--- src/hw/rtl/schedule_window_slot_finder_core_macros.svh ---
// Assertion macros used by the schedule window slot finder controller.
// Depends on nothing; the using module supplies clk and rst_n.
`ifndef SCHEDULE_WINDOW_SLOT_FINDER_CORE_MACROS_SVH
`define SCHEDULE_WINDOW_SLOT_FINDER_CORE_MACROS_SVH

// Same-cycle implication, checked outside reset.
`define SWSF_ASSERT_IMP(lbl, ante, cons, msg) \
    lbl: assert property (@(posedge clk) disable iff (!rst_n) (ante) |-> (cons)) \
        else $error(msg);

// Next-cycle implication, checked outside reset.
`define SWSF_ASSERT_NXT(lbl, ante, cons, msg) \
    lbl: assert property (@(posedge clk) disable iff (!rst_n) (ante) |=> (cons)) \
        else $error(msg);

`endif

--- src/hw/rtl/swsf_pkg.sv ---
// Types, constants and helper functions of the schedule window slot finder.
// Used by the controller, the datapath and the top level; depends on nothing.
package swsf_pkg;

    localparam int KIND_W   = 2;
    localparam int BANK_W   = 1;
    localparam int ENTRY_W  = 5;
    localparam int TIME_W   = 64;
    localparam int DUR_W    = 32;
    localparam int PRIO_W   = 8;
    localparam int TARGET_W = 6;
    localparam int CODE_W   = 16;
    localparam int THR_W    = 6;
    localparam int LOW_W    = 32;

    // Timing codes that select a spacing threshold.
    localparam logic [CODE_W-1:0] CODE_FAST = 16'h0356;
    localparam logic [CODE_W-1:0] CODE_SLOW = 16'h05f5;
    localparam logic [CODE_W-1:0] CODE_MID  = 16'h018c;

    localparam logic [THR_W-1:0] THR_FAST    = 6'h1d;
    localparam logic [THR_W-1:0] THR_SLOW    = 6'h33;
    localparam logic [THR_W-1:0] THR_MID     = 6'h0e;
    localparam logic [THR_W-1:0] THR_DEFAULT = 6'h01;

    typedef enum logic [KIND_W-1:0] {
        KIND_QUERY = 2'd0,
        KIND_REC   = 2'd1,
        KIND_LINK  = 2'd2,
        KIND_HEAD  = 2'd3
    } kind_t;

    typedef enum logic [1:0] {
        ST_IDLE,
        ST_P1,
        ST_P2,
        ST_DONE
    } state_t;

    // One stored record: start time, precomputed end time, mark and rank.
    typedef struct packed {
        logic [TIME_W-1:0] start;
        logic [TIME_W-1:0] stop;
        logic              marked;
        logic [PRIO_W-1:0] rank;
    } rec_t;

    typedef struct packed {
        logic write_cfg;
        logic write_rec;
        logic write_link;
        logic write_head;
        logic load_query;
        logic pass_p1;
        logic enter_p2;
        logic take_p2;
        logic block;
        logic load_out;
    } cmd_t;

    typedef struct packed {
        logic empty;
        logic p1_stop;
        logic p2_clear;
        logic blocked;
        logic next_none;
        logic last_step;
    } stat_t;

    function automatic logic [THR_W-1:0] spacing_thr(input logic [CODE_W-1:0] code);
        logic [THR_W-1:0] thr;
        thr = THR_DEFAULT;
        if (code == CODE_FAST) thr = THR_FAST;
        else if (code == CODE_SLOW) thr = THR_SLOW;
        else if (code == CODE_MID) thr = THR_MID;
        return thr;
    endfunction

    // Signed 32-bit difference below a small positive threshold.
    function automatic logic below_thr(input logic [LOW_W-1:0] d,
                                       input logic [THR_W-1:0] thr);
        return d[LOW_W-1] || (d < LOW_W'(thr));
    endfunction

endpackage

--- src/hw/rtl/swsf_ctrl.sv ---
// Controller of the slot finder: handshakes and the two-phase walk sequence.
// Depends on swsf_pkg and the assertion macro header.
`include "schedule_window_slot_finder_core_macros.svh"

module swsf_ctrl
    import swsf_pkg::*;
(
    input  logic  clk,
    input  logic  rst_n,
    input  logic  in_valid,
    output logic  in_ready,
    input  kind_t kind,
    output logic  out_valid,
    input  logic  out_ready,
    input  logic  cfg_valid,
    output logic  cfg_ready,
    input  stat_t stat,
    output cmd_t  cmd
);

    state_t state_reg;
    state_t state_next;
    logic   out_valid_reg;
    logic   out_valid_next;
    logic [3:0] step_cmds;

    always_ff @(posedge clk or negedge rst_n)
    begin
        if (!rst_n)
        begin
            state_reg     <= ST_IDLE;
            out_valid_reg <= 1'b0;
        end
        else
        begin
            state_reg     <= state_next;
            out_valid_reg <= out_valid_next;
        end
    end

    always_comb
    begin
        cmd            = '0;
        state_next     = state_reg;
        in_ready       = 1'b0;
        cfg_ready      = 1'b1;
        cmd.write_cfg  = cfg_valid;
        out_valid_next = out_valid_reg && !out_ready;

        case (state_reg)
            ST_IDLE:
            begin
                in_ready = 1'b1;
                if (in_valid)
                begin
                    case (kind)
                        KIND_QUERY:
                        begin
                            cmd.load_query = 1'b1;
                            state_next     = stat.empty ? ST_DONE : ST_P1;
                        end
                        KIND_REC:  cmd.write_rec  = 1'b1;
                        KIND_LINK: cmd.write_link = 1'b1;
                        KIND_HEAD: cmd.write_head = 1'b1;
                        default:   ;
                    endcase
                end
            end
            ST_P1:
            begin
                if (stat.p1_stop)
                begin
                    cmd.enter_p2 = 1'b1;
                    state_next   = ST_P2;
                end
                else
                begin
                    cmd.pass_p1 = 1'b1;
                    if (stat.next_none || stat.last_step)
                    begin
                        state_next = ST_DONE;
                    end
                end
            end
            ST_P2:
            begin
                if (stat.p2_clear)
                begin
                    state_next = ST_DONE;
                end
                else
                begin
                    cmd.take_p2 = 1'b1;
                    if (stat.blocked)
                    begin
                        cmd.block  = 1'b1;
                        state_next = ST_DONE;
                    end
                    else if (stat.next_none || stat.last_step)
                    begin
                        state_next = ST_DONE;
                    end
                end
            end
            ST_DONE:
            begin
                if (!out_valid_reg || out_ready)
                begin
                    cmd.load_out   = 1'b1;
                    out_valid_next = 1'b1;
                    state_next     = ST_IDLE;
                end
            end
            default:
            begin
                state_next = ST_IDLE;
            end
        endcase
    end

    assign out_valid = out_valid_reg;
    assign step_cmds = {cmd.load_query, cmd.pass_p1, cmd.enter_p2, cmd.take_p2};

    `SWSF_ASSERT_IMP(a_out_slot_free, cmd.load_out, !out_valid_reg || out_ready, "result overwritten")
    `SWSF_ASSERT_IMP(a_one_step_cmd, 1'b1, $onehot0(step_cmds), "conflicting walk commands")
    `SWSF_ASSERT_NXT(a_p1_limit, (state_reg == ST_P1) && !stat.p1_stop && stat.last_step, state_reg == ST_DONE, "phase one exceeded its step limit")
    `SWSF_ASSERT_NXT(a_p2_block, (state_reg == ST_P2) && !stat.p2_clear && stat.blocked, state_reg == ST_DONE, "blocked walk did not end")
    `SWSF_ASSERT_NXT(a_result_shown, cmd.load_out, out_valid_reg, "loaded result not shown")

endmodule

--- config.mk ---
export PLATFORM = sky130hd
export DESIGN_NAME = swsf_ctrl
export DESIGN_NICKNAME = d
export VERILOG_FILES = /design/src/hw/rtl/swsf_pkg.sv /design/src/hw/rtl/swsf_ctrl.sv
export VERILOG_INCLUDE_DIRS = /design/src /design/src/hw/rtl
export SDC_FILE = /design/constraint.sdc
export NUM_CORES = 1
export LEC_CHECK = 0
export CAP_MARGIN = 10
export CORE_AREA = 2 2 39 41
export CTS_CLUSTER_SIZE = 24
export DETAILED_ROUTE_END_ITERATION = 10
export DIE_AREA = 0 0 41 43
export DONT_BUFFER_PORTS = 1
export HOLD_SLACK_MARGIN = 0.08
export SLEW_MARGIN = 0
export SYNTH_ARGS = -nofsm -noshare
export SYNTH_HDL_FRONTEND = slang
export SYNTH_SLANG_ARGS = --single-unit
--- constraint.sdc ---
create_clock -name clk -period 1.3 [get_ports clk]
set_input_delay 0.26 -clock clk [delete_from_list [all_inputs] [get_ports clk]]
set_output_delay 0.26 -clock clk [all_outputs]
set_load 0.05 [all_outputs]
# --- Yosys cells after proc, flatten, opt, wreduce, memory -nomap -nowiden ---
# Cells that the tools add are included.
totals:
  input_bits: 13
  out_inout_bits: 13
  ff_bits: 3
  elab_cells: 45
op_classes:
  n_mux: 26
  reduce_logical: 8
  eq_ne: 9
op_table:
  columns: ["cell", "n"]
  rows:
  - ["two-way mux 2 bit", 11]
  - ["two-way mux 1 bit", 12]
  - ["equality test 2 bit, second input constant", 4]
  - ["two-way mux 4 bit", 2]
  - ["one-hot mux 2 bit (4 select lines)", 1]
  - ["equality test 2 x 1 -> 1 bit, second input constant", 2]
  - ["logical NOT 2 bit", 2]
  - ["!= test 2 bit, second input constant", 2]
  - ["AND reduction 3 bit", 1]
  - ["logical NOT 1 bit", 2]
  - ["logical OR 1 bit", 2]
  - ["!= test 2 x 1 -> 1 bit, second input constant", 1]
  - ["logical AND 1 bit", 1]

# --- Depth between registers and ports, before layout ---
# Gate-level depths: netlist of the first run.
logic_depth:
  word_depth: 5
  mapped_depth: 3
  depth_no_buf: 3

# --- Worst setup path before layout of the first run ---
# Ideal clock, no wire load.
synth_timing:
  path_type: "register to output"
  from: "reg state_reg[1]"
  to: "out cmd[8] (netlist bit)"
  t_required_ps: 1040
  path_stages_with_launch: 4
  path_slack_ps: -1323
  n_path_buf: 0
  arrival_time_ps: 2363
  path_cell_list: "dfrtp_1 -> nor2_1 -> nand2_1 -> nor3_1"
synth_lines:
  columns: ["element", "line", "rtl"]
  rows:
  - ["start: declaration", "swsf_ctrl.sv:21", "state_t state_reg;"]
  - ["start signal: assignment", "swsf_ctrl.sv:36", "state_reg <= state_next;"]
  - ["end: declaration", "swsf_ctrl.sv:18", "output cmd_t cmd"]

==> results of run 1 <==
## area by class of cell
type                       count  area (um^2)
clock buffer                   4        26.28
inverter                       3        11.26
timing repair buffer          14        172.7
fill                         140        853.3
tap                           16        20.02
multi-input combinational     22        222.7
sequential                     3        77.57
## worst reg2reg max path, stage by stage (launching register included)
cell	delay (ns)
dfrtp_2	0.43
buf_4	0.17
nand2_4	0.07
a21oi_4	0.04
buf_4	0.13
buf_4	0.13
nor4_2	0.22
## how the worst max path moves through the flow
stage | start | end | slack [ns] | cells past startpoint
5_1_grt | state_reg[0]$_DFFE_PN0P_ | cmd[8] | -0.28 | 4
3_3_place_gp | state_reg[0]$_DFFE_PN0P_ | cmd[7] | 0.02 | 4
4_1_cts | state_reg[0]$_DFFE_PN0P_ | cmd[5] | -0.23 | 3
3_5_place_dp | state_reg[0]$_DFFE_PN0P_ | cmd[6] | -0.02 | 4
2_1_floorplan | state_reg[1]$_DFFE_PN0P_ | cmd[8] | -0.30 | 3
6_report | state_reg[1]$_DFFE_PN0P_ | cmd[5] | -0.22 | 3
## timing repair
action | 4_1_cts | 5_1_grt
resized for setup | 6 | 3
endpoints found under the hold margin | 3 | 0
endpoints found under the setup margin | 9 | 11
buffers inserted | 2 | 1
cloned | 0 | 0
hold buffers | 1 | 0
pin swaps | 1 | 1
## cell usage in the layout, fill, tap and decap left out, drive strengths merged
cell type / Yosys / routed
buf: 2 / 13
nor4: 1 / 1
dlygate4sd3: 0 / 1
nor3b: 3 / 3
dfrtp: 3 / 3
a221oi: 1 / 1
conb: 1 / 1
nor2: 4 / 4
inv: 3 / 3
nand2: 3 / 3
nand3: 1 / 1
nor3: 2 / 2
a21oi: 1 / 1
and3b: 2 / 2
clkbuf: 0 / 4
and2: 2 / 2
o21ai: 1 / 1
## metal layers
layer,vias to the layer above,share of wire,track usage,wire (um)
li1,129,-,-,-
met1,117,0.39,0.1238,267
met2,18,0.49,0.1188,333
met3,0,0.12,0.02618,80
met4,0,0,0.08000,0
met5,-,0,0,0
## logic make-up after synthesis
group	share of synthesized area
other cells	0.01553
buf+inv	0.1088
simple gates	0.4870
compound gates	0.07769
flops	0.3109
## report_power, final
| group | internal [mW] | total, mW | switching (mW) | leakage (nW) |
|---|---|---|---|---|
| logic | 0.416 | 0.953 | 0.537 | 0.173 |
| registers | 0.150 | 0.216 | 0.0661 | 0.0324 |
| clock network | 0.115 | 0.161 | 0.0459 | 0.0150 |
| total | 0.681 | 1.33 | 0.649 | 0.221 |
## Yosys cell counts (all sizes together)
master and count:
a21oi 1, a221oi 1, and2 2, and3b 2, buf 2, conb 1
dfrtp 3, inv 3, nand2 3, nand3 1, nor2 4, nor3 2
nor3b 3, nor4 1, o21ai 1
## per-stage QoR
| stage | area, um^2 | setup TNS (ns) | power (mW) | utilization | hold slack (ns) |
|---|---|---|---|---|---|
| after floorplan | 305.3 | -1.634 | 0.7678 | - | -0.03559 |
| after global placement | 435.4 | 0 | 1.015 | 0.3146 | -0.03549 |
| after detailed placement | 435.4 | -0.03030 | 1.017 | 0.3146 | -0.03550 |
| after CTS | 510.5 | -1.744 | 1.284 | 0.3689 | 0.1277 |
| after global routing | 530.5 | -2.253 | 1.411 | 0.3834 | 0.1322 |
| final | 530.5 | -1.538 | 1.330 | 0.3834 | 0.1393 |
==> metrics.cfg, run 1 <==
[detailed_routing]
drc = 0
routed_wl_um = 681
firstDrtPassIters = 3
detail-route-antenna-nets = 0
wire_per_inst_um = 10.98
drt_iter0_markers = 2
num_vias = 264
routed_via_density = 4.258

[worst_setup_path]
crit_type = flip-flop to output port
critical_path_required_ns = 1.04
startpoint_type = flip-flop
path_delay_family = simple AND/OR/NAND/NOR gates
endpoint_kind = output port
rr_worst_depth = 6
path_cells = nor2_4, buf_6, and2_4
crit_fanout = 4
crit_arrival_ns = 1.26
cpMaxStageDelayCell = dfrtp_2
cp.buffers_inverters = 1
cp_slowest_stage_delay_ns = 0.42
rr_endpoint = state_reg[0]$_DFFE_PN0P_
r2r-start = state_reg[0]$_DFFE_PN0P_
worst-r2r-setup-slack_ns = 0.01

[yosys]
syn_area_um2 = 241.5
syn_avg_cell_area_um2 = 8.049
synth_largest_area_cell = dfrtp_1
ys_types = 17
synthTopCellsByArea = dfrtp_1, nor3b_2, buf_4
synth_seq_area_share = 0.3109
ys_warn_count = 0
synthCells = 30
ys_ff_latch = 3
syn_nets = 43
yosysTopAreaCellShare = 0.3109

[final_layout]
diodes = 0
final_nets = 60
largest_reg_flops = 2
finalNonFillerCells = 62
drive_gt1_frac = 0.6957
area_growth_pct = 119.7

[floorplanning]
dieArea_um2 = 1763
core_area_um2 = 1384
num_rows = 14
ioPinCount = 26
die_h_um = 43
initial_core_util = 0.1745
die_x_um = 41

[sta]
period_needed_ns = 1.515
slew_violations = 0
fin_ws_ns = -0.2155
hold_violations = 0
fmax_mhz = 659.9
period_share = 1.166
setup_viol = 9
clock-skew-final_ns = 0.001662
rsz0062_at_grt = true

[placed_design]
dpl.hpwl_um = 553.4
portBuffers = 0
place_congestion = 0.6933
place_inst = 54
dp_slack_ns = -0.01528

[min_path]
min-delay-start = out_ready
hold_path.class = input port to flip-flop
whs_path_depth = 1
whs_endpoint = out_valid$_DFF_PN0_

[clock_network]
numCtsBuffers = 3
cts_tree = done
cts_max_level = 1
cts.sinks = 3
clock_latency_ns = 0.23
cts.root.buffer_cell = clkbuf_4
clock_path_buffers = 2
clk_pin_slew_ns = 0.04

[global_route]
grt_pass1_vias = 308
antenna_found_initial = 0
grt_max_degree = 6
grt_use_total = 0.09375
grt_first_pass_wirelength_mm = 1.097
overflow = 0

[run_status]
violations = negative setup slack
status = finished with violations

[run]
max_cap_violations = 0

[power]
p_leak_nw = 0.2208
ir_drop_uv = 1000
power_density_nw_per_um2 = 2507

Power figures use the tool's default switching activity.
==> run 2, diff against run 1 <==
SETUP_SLACK_MARGIN = 0.05   (was default)
==> run 2 against run 1 <==
The flow still finishes with violations (negative setup slack). Highest routed layer unchanged. Sequential power hardly changed. Wire length up 14%. Setup slack improved by 0.024 ns. Sequential cell count is the same.
==> metrics.cfg, run 2 (synthesized netlist as in run 1, its figures left out) <==
[placed_design]
dpl.hpwl_um = 576.3  ; +4.1%
place_congestion = 0.6832  ; -1.5%
portBuffers = 0  ; unchanged

[global_route]
grt_use_total = 0.1016  ; +0.007860
antenna_found_initial = 0  ; unchanged
overflow = 0  ; unchanged
grt_pass1_vias = 298  ; -3.2%
grt_first_pass_wirelength_mm = 1.131  ; +3.1%
grt_max_degree = 6  ; unchanged

[detailed_routing]
num_vias = 285  ; +8.0%
wire_per_inst_um = 12.08  ; +10%
detail-route-antenna-nets = 0  ; unchanged
routed_via_density = 4.453  ; +4.6%
drt_iter0_markers = 1  ; -1
firstDrtPassIters = 2  ; -1
routed_wl_um = 773  ; +14%
drc = 0  ; unchanged

[worst_setup_path]
rr_worst_depth = 4  ; -2
startpoint_type = flip-flop
r2r-start = state_reg[0]$_DFFE_PN0P_
endpoint_kind = output port
critical_path_required_ns = 1.04  ; about the same
crit_arrival_ns = 1.23  ; -0.03 ns
rr_endpoint = state_reg[1]$_DFFE_PN0P_
crit_fanout = 5  ; +1
crit_type = flip-flop to output port
worst-r2r-setup-slack_ns = 0.07  ; +0.06 ns

[floorplanning]
die_h_um = 43  ; unchanged
dieArea_um2 = 1763  ; unchanged
ioPinCount = 26  ; unchanged
num_rows = 14  ; unchanged
core_area_um2 = 1384  ; unchanged
die_x_um = 41  ; unchanged
initial_core_util = 0.1745  ; unchanged

[clock_network]
cts.root.buffer_cell = clkbuf_4
cts_max_level = 1  ; unchanged
numCtsBuffers = 3  ; unchanged
cts_tree = done
clock_path_buffers = 2  ; unchanged
clock_latency_ns = 0.23  ; about the same
clk_pin_slew_ns = 0.04  ; about the same
cts.sinks = 3  ; unchanged

[final_layout]
diodes = 0  ; unchanged
area_growth_pct = 125.9
drive_gt1_frac = 0.7292  ; +0.03351
final_cell_mix = buf_4, buf_12
final_common_cell = buf_4
largest_reg_flops = 2  ; unchanged
final_nets = 62  ; +3.3%

[power]
p_leak_nw = 0.2279  ; +3.2%
finalPower_mw = 1.372  ; +3.2%
power_density_nw_per_um2 = 2515  ; +0.34%
ir_drop_uv = 1042  ; +4.2%

[min_path]
whs_endpoint = out_valid$_DFF_PN0_
whs_path_depth = 1  ; unchanged
min-delay-start = out_ready
hold_path.class = input port to flip-flop

[sta]
fin_ws_ns = -0.1918  ; +0.02364 ns
hold_violations = 0  ; unchanged
fmax_mhz = 670.3  ; +1.6%
period_share = 1.148  ; -0.01819
setup_tns_ns = -1.552  ; -0.01373 ns
rsz0062_at_grt = true
hold_ws_ns = 0.1484  ; +0.009173 ns
setup_viol = 10  ; +1
slew_violations = 0  ; unchanged
clock-skew-final_ns = 0.0007862  ; -0.0008754 ns
period_needed_ns = 1.492  ; -0.02364 ns

[run_status]
violations = negative setup slack
status = finished with violations

[run]
max_cap_violations = 0  ; unchanged

==> run 2: cell count changes in the layout (fill, tap and decap cells not counted) <==
cell and delta:
dfrtp_2 +1, nand2_4 -1, buf_4 +2, nand2_2 +1, buf_8 +1, dfrtp_1 -1, buf_6 -1
==> run 2: worst max path at each step <==
stage	start	end	slack [ns]	cells after the start
3_3_place_gp	state_reg[0]$_DFFE_PN0P_	cmd[7]	0.002	4
4_1_cts	state_reg[1]$_DFFE_PN0P_	cmd[8]	-0.19	4
3_5_place_dp	state_reg[0]$_DFFE_PN0P_	cmd[7]	-0.02	4
2_1_floorplan	state_reg[1]$_DFFE_PN0P_	cmd[8]	-0.30	3
6_report	state_reg[1]$_DFFE_PN0P_	cmd[1]	-0.19	3
5_1_grt	state_reg[1]$_DFFE_PN0P_	cmd[7]	-0.25	4
==> run 2: worst max-delay path, cell delays in order, from the launching register on <==
cell and delay, ns:
dfrtp_2 0.38, buf_6 0.13, nor3b_4 0.22, and2_4 0.27
==> run 2: area by class of cell <==
cell class                      count  area [um^2]
Inverter                            3        11.26
Multi-Input combinational cell     22        217.7
Tap cell                           16        20.02
Sequential cell                     3        78.83
Timing Repair Buffer               16        191.4
Clock buffer                        4        26.28
Fill cell                         136        838.3
==> run 2: metal layers <==
metal,vias to the layer above,global-route usage,part of all wire
li1,135,-,-
met1,130,0.1036,0.37
met2,20,0.1375,0.51
met3,0,0.05236,0.12
met5,-,0,0
met4,0,0.1000,0
==> run 2: report_power, final <==
group | total, mW | switching [mW] | internal (mW)
registers | 0.218 | 0.0642 | 0.153
clock network | 0.163 | 0.0481 | 0.115
logic | 0.992 | 0.544 | 0.448
==> run 2: what timing repair did <==
item / in CTS / in global routing
pin swaps: 1 / 0
gates resized for setup: 7 / 2
buffers inserted: 3 / 2
hold buffers: 1 / 0
setup endpoints to repair: 11 / 11
endpoints found under the hold margin: 3 / 0
==> run 2: stage by stage <==
stage	utilization	cell area, um^2	std cells	worst slack (ns)
2_1_floorplan	-	306.5	30	-0.3029
6_report	0.3942	545.5	64	-0.1918
4_1_cts	0.3788	524.3	62	-0.1902
5_1_grt	0.3942	545.5	64	-0.2486
3_3_place_gp	0.3156	436.7	54	0.001759
3_5_place_dp	0.3156	436.7	54	-0.01722
==> run 3, diff against run 2 <==
ABC_AREA = 1   (was default)
==> run 3 against run 2 <==
The flow still finishes with violations (negative setup slack). Sequential cell count is the same. Fmax rose by 0.31%. Design area up 23%. Setup slack improved by 0.0047 ns. Count of clock-buffer cells in the layout is the same. Clock skew grew 0.0017 ns. Core utilization is 9.0 points higher. Via count rose by 29%. Total power rose by 14%. Global-route usage rose by 2.8 points. Worst hold slack got worse by 0.0018 ns.
==> metrics.cfg, run 3 <==
[run_status]
status = finished with violations
violations = negative setup slack

[placed_design]
dpl.hpwl_um = 702.9  ; +22%
place_congestion = 0.6464  ; -5.4%
dp_slack_ns = 0.03373  ; +0.05095 ns
portBuffers = 0  ; unchanged

[yosys]
yosys-top-cells-count = nand2_1, inv_1, nor2_1
synth_edf_count = 0  ; unchanged
syn_nets = 66  ; +53%
synth_largest_area_cell = dfrtp_1
ys_types = 15  ; -2
ys_ff_latch = 3  ; unchanged
yosysTopAreaCellShare = 0.2439  ; -0.06698
ys_warn_count = 0  ; unchanged
synthArstFlopShare = 1.000  ; unchanged
syn_avg_cell_area_um2 = 5.807  ; -28%
synthCells = 53  ; +77%
synth_seq_area_share = 0.2439  ; -0.06698
syn_area_um2 = 307.8  ; +27%
synthTopCellsByArea = dfrtp_1, nand2_1, inv_1
synth_ff_type = dfrtp_1
synth_most_common_cell = nand2_1

[clock_network]
clk_pin_slew_ns = 0.04  ; about the same
numCtsBuffers = 3  ; unchanged
clock_path_buffers = 2  ; unchanged
cts.sinks = 3  ; unchanged
cts_max_level = 1  ; unchanged
clock_latency_ns = 0.23  ; about the same
cts_tree = done
cts.root.buffer_cell = clkbuf_4

[global_route]
antenna_found_initial = 0  ; unchanged
grt_first_pass_wirelength_mm = 1.428  ; +26%
overflow = 0  ; unchanged
grt_pass1_vias = 396  ; +33%
grt_max_degree = 6  ; unchanged
grt_use_total = 0.1300  ; +0.02843

[worst_setup_path]
path_cells = inv_2, nand2_4, nor4_4, buf_12
r2r-start = state_reg[1]$_DFFE_PN0P_
crit_fanout = 5  ; unchanged
cp_slowest_stage_delay_ns = 0.41  ; +0.03 ns
startpoint = state_reg[0]$_DFFE_PN0P_
endpoint_kind = output port
crit_type = flip-flop to output port
crit_arrival_ns = 1.23  ; about the same
path_delay_family = flip-flops
critical_path_required_ns = 1.04  ; about the same
cpMaxStageDelayCell = dfrtp_1
startpoint_type = flip-flop
cp.buffers_inverters = 2  ; +1

[power]
p_int_mw = 0.7337  ; +2.4%
swShare = 0.5309  ; +0.05284
combPwrFrac = 0.780  ; +0.057
power_density_nw_per_um2 = 2337  ; -7.1%
ir_drop_uv = 986.9  ; -5.3%
switching_power_mw = 0.8304  ; +27%
p_leak_nw = 0.3194  ; +40%
pwr-share-seq = 0.116  ; -0.043
clockPowerShare = 0.104  ; -0.015

[final_layout]
fill_cells = 139  ; +2.2%
diodes = 0  ; unchanged
final_common_cell = nand2_1
drive_gt1_frac = 0.5634  ; -0.1658
largest_reg_flops = 2  ; unchanged
final_core_util = 0.4837  ; +0.08951
final_nets = 85  ; +37%
area_growth_pct = 117.5
final_cell_mix = nand2_1, inv_1, buf_12

[floorplanning]
dieArea_um2 = 1763  ; unchanged
die_h_um = 43  ; unchanged
die_x_um = 41  ; unchanged
ioPinCount = 26  ; unchanged
num_rows = 14  ; unchanged
core_area_um2 = 1384  ; unchanged
initial_core_util = 0.2224  ; +0.04792

[sta]
clock-skew-final_ns = 0.002459  ; +0.001673 ns
fin_ws_ns = -0.1872  ; +0.004657 ns
rsz0062_at_grt = true
setup_viol = 10  ; unchanged
slew_violations = 0  ; unchanged
hold_ws_ns = 0.1466  ; -0.001806 ns
period_share = 1.144  ; -0.003582
hold_violations = 0  ; unchanged
fmax_mhz = 672.4  ; +0.31%
period_needed_ns = 1.487  ; -0.004657 ns

[detailed_routing]
num_vias = 368  ; +29%
routed_wl_um = 834  ; +7.9%
drt_iter0_markers = 0  ; -1
drc = 0  ; unchanged
wire_per_inst_um = 9.586  ; -21%
routed_via_density = 4.230  ; -5.0%
firstDrtPassIters = 1  ; -1
detail-route-antenna-nets = 0  ; unchanged

[run]
max_cap_violations = 0  ; unchanged

[min_path]
min-delay-start = out_ready
hold_path.class = input port to flip-flop

[run 3: cell types whose count changed in the layout (fill, tap and decap cells not counted), moves of 2 or more]
cell / change
buf_12: +3
dfrtp_1: +2
dfrtp_2: -2
inv_1: +4
nor3_4: +2
and2_4: -2
inv_2: +6
nor4_4: +2
o21ai_0: +2
nand2_1: +8
nor2_1: +5
[run 3: cells by family after synthesis]
| family | Yosys count | share of synthesized area |
|---|---|---|
| simple gates | 29 | 0.4471 |
| flops | 3 | 0.2439 |
| compound gates | 4 | 0.07723 |
| other cells | 1 | 0.01218 |
| buf+inv | 16 | 0.2195 |
[run 3: per-layer routing]
| layer | part of all wire | vias to the layer above | track usage |
|---|---|---|---|
| met5 | 0 | - | 0 |
| met4 | 0.026 | 0 | 0.1400 |
| met3 | 0.065 | 2 | 0.03665 |
| met2 | 0.58 | 14 | 0.2125 |
| met1 | 0.33 | 161 | 0.1075 |
| li1 | - | 191 | - |
[run 3: power groups by stage]
| stage | logic (mW) | registers (mW) | clock network (mW) |
|---|---|---|---|
| 6_report | 1.22 | 0.181 | 0.162 |
| 5_1_grt | 1.31 | 0.185 | 0.173 |
| 4_1_cts | 1.15 | 0.182 | 0.173 |
| 3_5_place_dp | 1.08 | 0.178 | 0 |
| 3_3_place_gp | 1.06 | 0.174 | 0 |
| 2_1_floorplan | 0.672 | 0.234 | 0 |
[run 3: area by class of cell]
cell class	instances	area [um^2]	area share
inverters	14	56.30	0.08411
repair buffers	16	217.7	0.3252
well taps	16	20.02	0.02991
multi-input cells	34	272.8	0.4075
clock buffers	4	26.28	0.03925
flip-flops and latches	3	76.32	0.1140
[run 3: what timing repair did]
| item | 4_1_cts | 5_1_grt |
|---|---|---|
| buffers inserted | 1 | 2 |
| setup endpoints to repair | 10 | 10 |
| cloned | 0 | 0 |
| hold endpoints to repair | 3 | 0 |
| pin swaps | 3 | 1 |
| resized for setup | 6 | 3 |
| hold buffers | 1 | 0 |
[run 3: stage by stage]
stage	total power, mW	cell area, um^2	TNS (ns)	std cells
floorplan	0.9060	394.1	-0.3886	53
global placement	1.233	576.8	0	79
detailed placement	1.256	576.8	0	79
CTS	1.501	636.9	-1.414	85
global route	1.670	669.4	-1.808	87
finish	1.564	669.4	-1.304	87
[run 3: worst paths after layout]
path	slack (ns)	endpoint	cells past startpoint
worst max-delay path	-0.19	cmd[7]	4
worst min-delay path	0.15	out_valid$_DFF_PN0_	1
worst max register to register	0.17	state_reg[0]$_DFFE_PN0P_	8
worst min register to register	0.57	out_valid$_DFF_PN0_	2
max in group asynchronous	0.85	out_valid$_DFF_PN0_	1
min in group asynchronous	0.28	state_reg[1]$_DFFE_PN0P_	1
